$ cat config.mk
export PLATFORM = sky130hd
export DESIGN_NAME = hex_image_text_parser
export DESIGN_NICKNAME = d
export VERILOG_FILES = /design/src/rtl/core/hitp_pkg.sv /design/src/rtl/core/hex_image_text_parser.sv /design/src/rtl/core/hitp_step.sv /design/src/rtl/core/hitp_rsp_queue.sv
export SDC_FILE = /design/constraint.sdc
export NUM_CORES = 1
export LEC_CHECK = 0
export ABC_AREA = 1
export BUFFER_PORTS_ARGS = -buffer_cell sky130_fd_sc_hd__buf_2
export CAP_MARGIN = 40
export CORE_ASPECT_RATIO = 0.8
export CORE_MARGIN = 1
export CORE_UTILIZATION = 38
export DETAILED_ROUTE_END_ITERATION = 7
export PLACE_DENSITY = 0.52
export RECOVER_POWER = 25
export SLEW_MARGIN = 15
export SYNTH_ARGS = -nofsm -noshare
export SYNTH_HDL_FRONTEND = slang
export SYNTH_HIERARCHICAL = 1
export SYNTH_SLANG_ARGS = --single-unit
$ cat constraint.sdc
create_clock -name clock -period 14.8 [get_ports clock]
set_clock_uncertainty 0.05 [all_clocks]
set_input_delay 2.96 -clock clock [delete_from_list [all_inputs] [get_ports clock]]
set_output_delay 2.96 -clock clock [all_outputs]
set_load 0.02 [all_outputs]
$ cat src/rtl/core/hitp_pkg.sv
// Shared types, character codes and the hex digit decoder for the hex image text parser.
package hitp_pkg;

   localparam int ADDR_W = 32;
   localparam int BYTE_W = 8;
   localparam int QUEUE_DEPTH = 4;
   localparam int QPTR_W = $clog2(QUEUE_DEPTH);
   localparam int QCNT_W = $clog2(QUEUE_DEPTH + 1);

   localparam logic [7:0] CHAR_AT = 8'h40;
   localparam logic [7:0] CHAR_NL = 8'h0A;
   localparam logic [7:0] CHAR_NUL = 8'h00;

   typedef enum logic [1:0] {
      MODE_START,
      MODE_ADDR,
      MODE_DATA,
      MODE_SKIP
   } line_mode_type;

   typedef struct packed {
      line_mode_type       mode;
      logic [ADDR_W-1:0]   addr;
      logic [BYTE_W-1:0]   tok;
      logic                open;
      logic [ADDR_W-1:0]   high;
   } parse_state_type;

   typedef struct packed {
      logic                is_write;
      logic [ADDR_W-1:0]   write_address;
      logic [BYTE_W-1:0]   write_byte;
      logic [ADDR_W-1:0]   highest_address;
      logic                end_of_image;
   } rsp_type;

   typedef struct packed {
      logic       hex;
      logic [3:0] nib;
   } hex_digit_type;

   function automatic hex_digit_type hex_decode(input logic [7:0] c);
      hex_digit_type r;
      logic [7:0]    t;
      r.hex = 1'b0;
      r.nib = 4'd0;
      t = 8'd0;
      if (c >= 8'h30 && c <= 8'h39) begin
         t = c - 8'h30;
         r.hex = 1'b1;
         r.nib = t[3:0];
      end else if (c >= 8'h61 && c <= 8'h66) begin
         t = c - 8'h57;
         r.hex = 1'b1;
         r.nib = t[3:0];
      end else if (c >= 8'h41 && c <= 8'h46) begin
         t = c - 8'h37;
         r.hex = 1'b1;
         r.nib = t[3:0];
      end
      return r;
   endfunction

endpackage

$ cat src/rtl/core/hex_image_text_parser.sv
// Top level of the hex memory image text parser.
//
// Input channel (req_): one ASCII character of the image per beat, with
// req_final_char set on the last character of the image.
// Result channel (rsp_): byte writes (rsp_is_write=1) at the current
// address, and after the last character one summary beat (rsp_end_of_image=1)
// carrying the highest written address.
// Each character is parsed in the cycle it is accepted; its results are
// written into a four-entry result queue whose registered head drives rsp_.
// One character is taken every cycle while req_ready is high; a character
// yields at most two results (a write and the summary).
// req_ready is high while at most two beats are queued, so a stalled
// receiver holds results in the queue and req_ready falls once three or
// four beats wait; it rises again after the queue drains back to two.
// Reset clears the parser state (line start, address zero, no open token,
// highest address zero) and empties the queue. After the last character
// the parser state returns to these same values.
module hex_image_text_parser (
   input  logic                          clock,
   input  logic                          reset,
   input  logic                          req_valid,
   output logic                          req_ready,
   input  logic [7:0]                    req_character,
   input  logic                          req_final_char,
   output logic                          rsp_valid,
   input  logic                          rsp_ready,
   output logic                          rsp_is_write,
   output logic [hitp_pkg::ADDR_W-1:0]   rsp_write_address,
   output logic [hitp_pkg::BYTE_W-1:0]   rsp_write_byte,
   output logic [hitp_pkg::ADDR_W-1:0]   rsp_highest_address,
   output logic                          rsp_end_of_image
);

   hitp_pkg::parse_state_type         state_ff, state_in, step_nxt;
   hitp_pkg::rsp_type                 wr_rsp, sum_rsp, head;
   logic                              wr_valid;
   logic                              req_beat;
   logic                              room_two;
   logic [hitp_pkg::QCNT_W-1:0]       q_count;

   assign req_ready = room_two;
   assign req_beat  = req_valid & req_ready;

   hitp_step u_step (
      .cur        (state_ff),
      .character  (req_character),
      .final_char (req_final_char),
      .nxt        (step_nxt),
      .wr_valid   (wr_valid),
      .wr_rsp     (wr_rsp),
      .sum_rsp    (sum_rsp)
   );

   assign state_in = req_beat ? step_nxt : state_ff;

   always_ff @(posedge clock) begin
      if (reset) begin
         state_ff.mode <= hitp_pkg::MODE_START;
         state_ff.addr <= '0;
         state_ff.tok  <= '0;
         state_ff.open <= 1'b0;
         state_ff.high <= '0;
      end else begin
         state_ff <= state_in;
      end
   end

   hitp_rsp_queue u_queue (
      .clock     (clock),
      .reset     (reset),
      .push_a    (req_beat & wr_valid),
      .data_a    (wr_rsp),
      .push_b    (req_beat & req_final_char),
      .data_b    (sum_rsp),
      .pop       (rsp_ready),
      .head      (head),
      .not_empty (rsp_valid),
      .room_two  (room_two),
      .count     (q_count)
   );

   assign rsp_is_write        = head.is_write;
   assign rsp_write_address   = head.write_address;
   assign rsp_write_byte      = head.write_byte;
   assign rsp_highest_address = head.highest_address;
   assign rsp_end_of_image    = head.end_of_image;

   // queue never overfills
   a_queue_bound: assert property (@(posedge clock) disable iff (reset)
      q_count <= hitp_pkg::QCNT_W'(hitp_pkg::QUEUE_DEPTH))
      else $error("result queue overfilled");

   // last character puts the parser back to its reset state
   a_final_clears: assert property (@(posedge clock) disable iff (reset)
      req_beat && req_final_char |=> state_ff.mode == hitp_pkg::MODE_START &&
      state_ff.addr == '0 && !state_ff.open && state_ff.high == '0)
      else $error("parser state not cleared after final character");

   // a summary beat is pending after the last character
   a_final_result: assert property (@(posedge clock) disable iff (reset)
      req_beat && req_final_char |=> rsp_valid)
      else $error("no result after final character");

   // open token only exists on a data line
   a_open_on_data: assert property (@(posedge clock) disable iff (reset)
      state_ff.open |-> state_ff.mode == hitp_pkg::MODE_DATA)
      else $error("open token outside data line");

endmodule

$ cat src/rtl/core/hitp_step.sv
// One character of parsing: next state, an optional byte write and the end summary.
module hitp_step (
   input  hitp_pkg::parse_state_type cur,
   input  logic [7:0]                character,
   input  logic                      final_char,
   output hitp_pkg::parse_state_type nxt,
   output logic                      wr_valid,
   output hitp_pkg::rsp_type         wr_rsp,
   output hitp_pkg::rsp_type         sum_rsp
);

   hitp_pkg::hex_digit_type          dig;
   hitp_pkg::line_mode_type          mode_mid;
   logic [hitp_pkg::ADDR_W-1:0]      addr_mid;
   logic [hitp_pkg::BYTE_W-1:0]      tok_mid;
   logic                             open_mid;
   logic                             sep_flush;
   logic [hitp_pkg::ADDR_W-1:0]      addr_inc;
   logic [hitp_pkg::ADDR_W-1:0]      high_wr;

   assign dig = hitp_pkg::hex_decode(character);

   always_comb begin
      mode_mid  = cur.mode;
      addr_mid  = cur.addr;
      tok_mid   = cur.tok;
      open_mid  = cur.open;
      sep_flush = 1'b0;
      if (character == hitp_pkg::CHAR_NL) begin
         sep_flush = 1'b1;
         mode_mid  = hitp_pkg::MODE_START;
      end else if (cur.mode == hitp_pkg::MODE_START && character == hitp_pkg::CHAR_AT) begin
         mode_mid = hitp_pkg::MODE_ADDR;
         addr_mid = '0;
      end else begin
         case (cur.mode)
            hitp_pkg::MODE_ADDR: begin
               if (dig.hex) begin
                  addr_mid = {cur.addr[hitp_pkg::ADDR_W-5:0], dig.nib};
               end else begin
                  mode_mid = hitp_pkg::MODE_SKIP;
               end
            end
            hitp_pkg::MODE_START,
            hitp_pkg::MODE_DATA: begin
               mode_mid = hitp_pkg::MODE_DATA;
               if (dig.hex) begin
                  tok_mid  = {cur.tok[3:0], dig.nib};
                  open_mid = 1'b1;
               end else begin
                  sep_flush = 1'b1;
                  if (character == hitp_pkg::CHAR_NUL) mode_mid = hitp_pkg::MODE_SKIP;
               end
            end
            default: begin
            end
         endcase
      end
   end

   // An open token only lives on a data line, so the address is unchanged here.
   assign wr_valid = open_mid & (sep_flush | final_char);
   assign addr_inc = cur.addr + {{(hitp_pkg::ADDR_W-1){1'b0}}, 1'b1};
   assign high_wr  = (addr_inc > cur.high) ? addr_inc - {{(hitp_pkg::ADDR_W-1){1'b0}}, 1'b1}
                                           : cur.high;

   always_comb begin
      wr_rsp.is_write        = 1'b1;
      wr_rsp.write_address   = cur.addr;
      wr_rsp.write_byte      = tok_mid;
      wr_rsp.highest_address = high_wr;
      wr_rsp.end_of_image    = 1'b0;

      sum_rsp.is_write        = 1'b0;
      sum_rsp.write_address   = '0;
      sum_rsp.write_byte      = '0;
      sum_rsp.highest_address = wr_valid ? high_wr : cur.high;
      sum_rsp.end_of_image    = 1'b1;

      if (final_char) begin
         nxt.mode = hitp_pkg::MODE_START;
         nxt.addr = '0;
         nxt.tok  = '0;
         nxt.open = 1'b0;
         nxt.high = '0;
      end else begin
         nxt.mode = mode_mid;
         nxt.addr = wr_valid ? addr_inc : addr_mid;
         nxt.tok  = wr_valid ? '0 : tok_mid;
         nxt.open = wr_valid ? 1'b0 : open_mid;
         nxt.high = wr_valid ? high_wr : cur.high;
      end
   end

endmodule

$ cat src/rtl/core/hitp_rsp_queue.sv
// Small result queue that takes up to two beats per cycle and gives one.
module hitp_rsp_queue (
   input  logic              clock,
   input  logic              reset,
   input  logic              push_a,
   input  hitp_pkg::rsp_type data_a,
   input  logic              push_b,
   input  hitp_pkg::rsp_type data_b,
   input  logic              pop,
   output hitp_pkg::rsp_type head,
   output logic              not_empty,
   output logic              room_two,
   output logic [hitp_pkg::QCNT_W-1:0] count
);

   hitp_pkg::rsp_type                 mem_ff [hitp_pkg::QUEUE_DEPTH];
   logic [hitp_pkg::QPTR_W-1:0]       rd_ptr_ff, rd_ptr_in;
   logic [hitp_pkg::QPTR_W-1:0]       wr_ptr_ff, wr_ptr_in;
   logic [hitp_pkg::QPTR_W-1:0]       wr_ptr_next;
   logic [hitp_pkg::QCNT_W-1:0]       count_ff, count_in;
   logic [hitp_pkg::QCNT_W-1:0]       n_push;
   logic                              do_pop;
   hitp_pkg::rsp_type                 first_data;

   assign do_pop      = pop & not_empty;
   assign n_push      = hitp_pkg::QCNT_W'(push_a) + hitp_pkg::QCNT_W'(push_b);
   assign first_data  = push_a ? data_a : data_b;
   assign wr_ptr_next = wr_ptr_ff + {{(hitp_pkg::QPTR_W-1){1'b0}}, 1'b1};
   assign wr_ptr_in   = wr_ptr_ff + n_push[hitp_pkg::QPTR_W-1:0];
   assign rd_ptr_in   = rd_ptr_ff + hitp_pkg::QPTR_W'(do_pop);
   assign count_in    = count_ff + n_push - hitp_pkg::QCNT_W'(do_pop);

   always_ff @(posedge clock) begin
      if (reset) begin
         rd_ptr_ff <= '0;
         wr_ptr_ff <= '0;
         count_ff  <= '0;
      end else begin
         rd_ptr_ff <= rd_ptr_in;
         wr_ptr_ff <= wr_ptr_in;
         count_ff  <= count_in;
      end
   end

   always_ff @(posedge clock) begin
      if (push_a | push_b) mem_ff[wr_ptr_ff] <= first_data;
      if (push_a & push_b) mem_ff[wr_ptr_next] <= data_b;
   end

   assign head      = mem_ff[rd_ptr_ff];
   assign not_empty = (count_ff != '0);
   assign room_two  = (count_ff <= hitp_pkg::QCNT_W'(hitp_pkg::QUEUE_DEPTH - 2));
   assign count     = count_ff;

endmodule

==> flow_summary.ini <==
[logic_synthesis]
synth.top_cells.by_count = nand2_1 (1,000), inv_1 (492), o21ai_0 (440), edfxtp_1 (296), nor2_1 (281)
cells_after_synth = 3475
synth_area_sq_mm = 0.0252
synth.lib_cells_used.distinct = 54
post_synthesis_async_set_or_reset_flop_share = 0
synth_largest_area_cell = edfxtp_1
synth.ff_latch_count = 378
yosysWarnings = 6
ys_seq_area_frac = 0.418
synth_flop_cell = edfxtp_1
synth-edff-count = 296
synth_top_cells_by_area = edfxtp_1 (35%), nand2_1 (15%), o21ai_0 (8.7%)
syn-mean-instance-area_sq_um = 7.24
yosysTopAreaCellShare = 0.353
yosys.cell_count.top_type = nand2_1

[clock_network]
htree_levels = 2
cts.repair.resized = 0
cts_tree = done
cts_setup_buffers = 0
cts-root-to-sink-buffers = 3
worst_skew_pair.late_latency_ns = 0.59
cts-hold-fix-buffers = 0
clock-sinks = 378
tritoncts.num_buffers = 44
cts.reportedPaths.clkPinSlew_ns = 0.06
clock_tree.root_cell = clkbuf_16

[floorplanning]
io-pin-count = 89
vert_die_dim_um = 232
die_w_um = 290
die_area_sq_mm = 0.0673
fp-row-count = 83
design.core.area_sq_mm = 0.0648
initial_cell_density_of_the_core = 0.388

[worst_hold_path]
hp-class = flip-flop to flip-flop

[timing]
timing.final.setup_violations = 0
drv_slew = 459
finalHoldWorstSlack_ns = 0.460
rsz0062_at_grt = no
fmax_mhz = 91.9
relSlewSlack = -1.29
setup_tns_ns = 0
worst_slew_pin_slew_ns = 3.43
post_route_fraction_of_the_period_consumed_by_the_critical_path = 0.735
final_critical_path_time_including_i_o_delays_and_setup_ns = 10.88
timing.final.hold_violations = 0

[grt]
grt_start_max_net_pins = 90
grt_pass1_wl_um = 114000
antenna_found_initial = 5
first_global_vias = 19099
total_overflow_reported_by_the_global_router = 0
grtUsageTotal = 0.220

[worst_setup_path]
required_worst_endpoint_ns = 14.95
maximum_fanout_along_the_worst_path = 56
timing.critical_path.to_type = flip-flop
crit_path_max_incr_delay_ns = 1.84
start_kind = input pin
data_arrival_time_of_the_critical_path_ns = 11.03
critical_path.cell_chain = clkbuf_1, inv_1, ha_1, inv_1, nor2_1, inv_1, nor2_1, nand4_1, inv_1, nor2_1, nand2_1, nor2_1, or2_0, nand2_1, clkbuf_1, clkinv_1, inv_1, nor2_1, ha_1, nand3_1, clkbuf_1, o21ai_0
worst_path_max_delay_cell = clkbuf_1
criticalPathCategory = input pin to flip-flop

[flow_run]
number_of_max_cap_violations = 9

[status]
failing_checks = max-capacitance violations, max-slew violations
result_of_the_run = complete, but fails checks

[drt]
drt_drc_violations_left = 0
wirelength_um = 73900
vias = 21131
number_of_search_and_repair_iterations_in_the_first_detailed_routing_pass = 6
ant_nets = 0
detailed_route_vias_per_instance = 4.90
drt_iter0_drc = 1844
detail_route.wl_per_cell_um = 17.1

[placed_design]
placement.io_buffers = 88
post-dp-hpwl_um = 51000
routabilityCongestion = 0.884

[cells_and_area]
finish.net_count = 3482
final.fill_count = 6764
layout-drive-gt1-share = 0.0679
number_of_antenna_diodes = 0
seqCellArea_sq_mm = 0.0105
footprint_of_the_multi_input_gates_sq_mm = 0.0114
flow.area_growth_from_synthesis_pct = 7.85

[power]
worst_vdd_ir_uv = 76.5
pwr_density_cell_mw_per_mm2 = 174
total_leakage_power_uw = 0.0119
[critical path, delay by kind of cell]
kind                     cells  cell delay, ns
AO/OA/AOI/OAI                1            0.43
adder cells (fa/ha/maj)      2            0.63
buffers and inverters        9            4.87
AND/OR/NAND/NOR             10            2.00
[metal layers]
| metal | vias to the layer above | track usage | part of all wire |
|---|---|---|---|
| met5 | - | 0 | 0 |
| met4 | 0 | 0.0548 | 0.020 |
| met3 | 87 | 0.0365 | 0.063 |
| met2 | 549 | 0.316 | 0.40 |
| met1 | 9516 | 0.338 | 0.51 |
| li1 | 10979 | - | - |
[cell type report]
cell class                 instances  area share
tap                              850      0.0392
inverter                         511      0.0709
clock buffer                      60      0.0454
sequential                       378       0.388
timing repair buffer             127      0.0303
clock inverter                    22     0.00793
multi-input combinational       2363       0.418
[layout by cell type (no fill, tap or decap), types with 28 or more instances in the layout]
cell type and n:
nand2_1 1000, inv_1 492, o21ai_0 449, edfxtp_1 296, nor2_1 282, a21oi_1 117
nand3_1 112, clkbuf_1 89, dfxtp_1 81, o211ai_1 75, clkbuf_16 45, o21ai_1 44
conb_1 44, ha_1 43, nand2_2 33, nor2_2 28
[power by group]
part           switching (uW)  internal [uW]  leakage [uW]
Clock                     468            638      0.000709
Sequential                142           1370       0.00339
Combinational            1520            588       0.00783
[cells by family after synthesis]
family	share of synthesized area
compound gates	0.156
xor+xnor	0.0131
flops	0.418
fa+ha+maj	0.0222
simple gates	0.252
buf+inv	0.139
other cells	0.000298
[worst paths after layout]
| check | from | endpoint | cells after the start | slack [ns] |
|---|---|---|---|---|
| setup reg to reg | state_ff[73] | u_queue/mem_ff[0][17] | 16 | 6.60 |
| setup / recovery | req_character[0] | u_queue/mem_ff[0][17] | 22 | 3.92 |
| hold / removal | state_ff[32] | state_ff[32] | 4 | 0.46 |
| hold reg to reg | state_ff[32] | state_ff[32] | 4 | 0.46 |
[state kept, by name, indices dropped and copies added (netlist names)]
name	cells
u_queue/mem_ff	296
state_ff	75
u_queue/count	3
u_queue/rd_ptr_ff	2
u_queue/wr_ptr_ff	2
[stage by stage]
step                utilization  cell area [sq um]  power (uW)  cells  setup WS [ns]
finish                    0.419              27100        4730   4311           3.92
CTS                       0.422              27400        4800   4311           6.61
global placement          0.394              25600        3640   4214           5.72
detailed placement        0.400              25900        3680   4229           5.99
global route              0.419              27100        5100   4311           3.16
floorplan                     -              25300        3080   3517           3.03
Power figures use the tool's default switching activity.
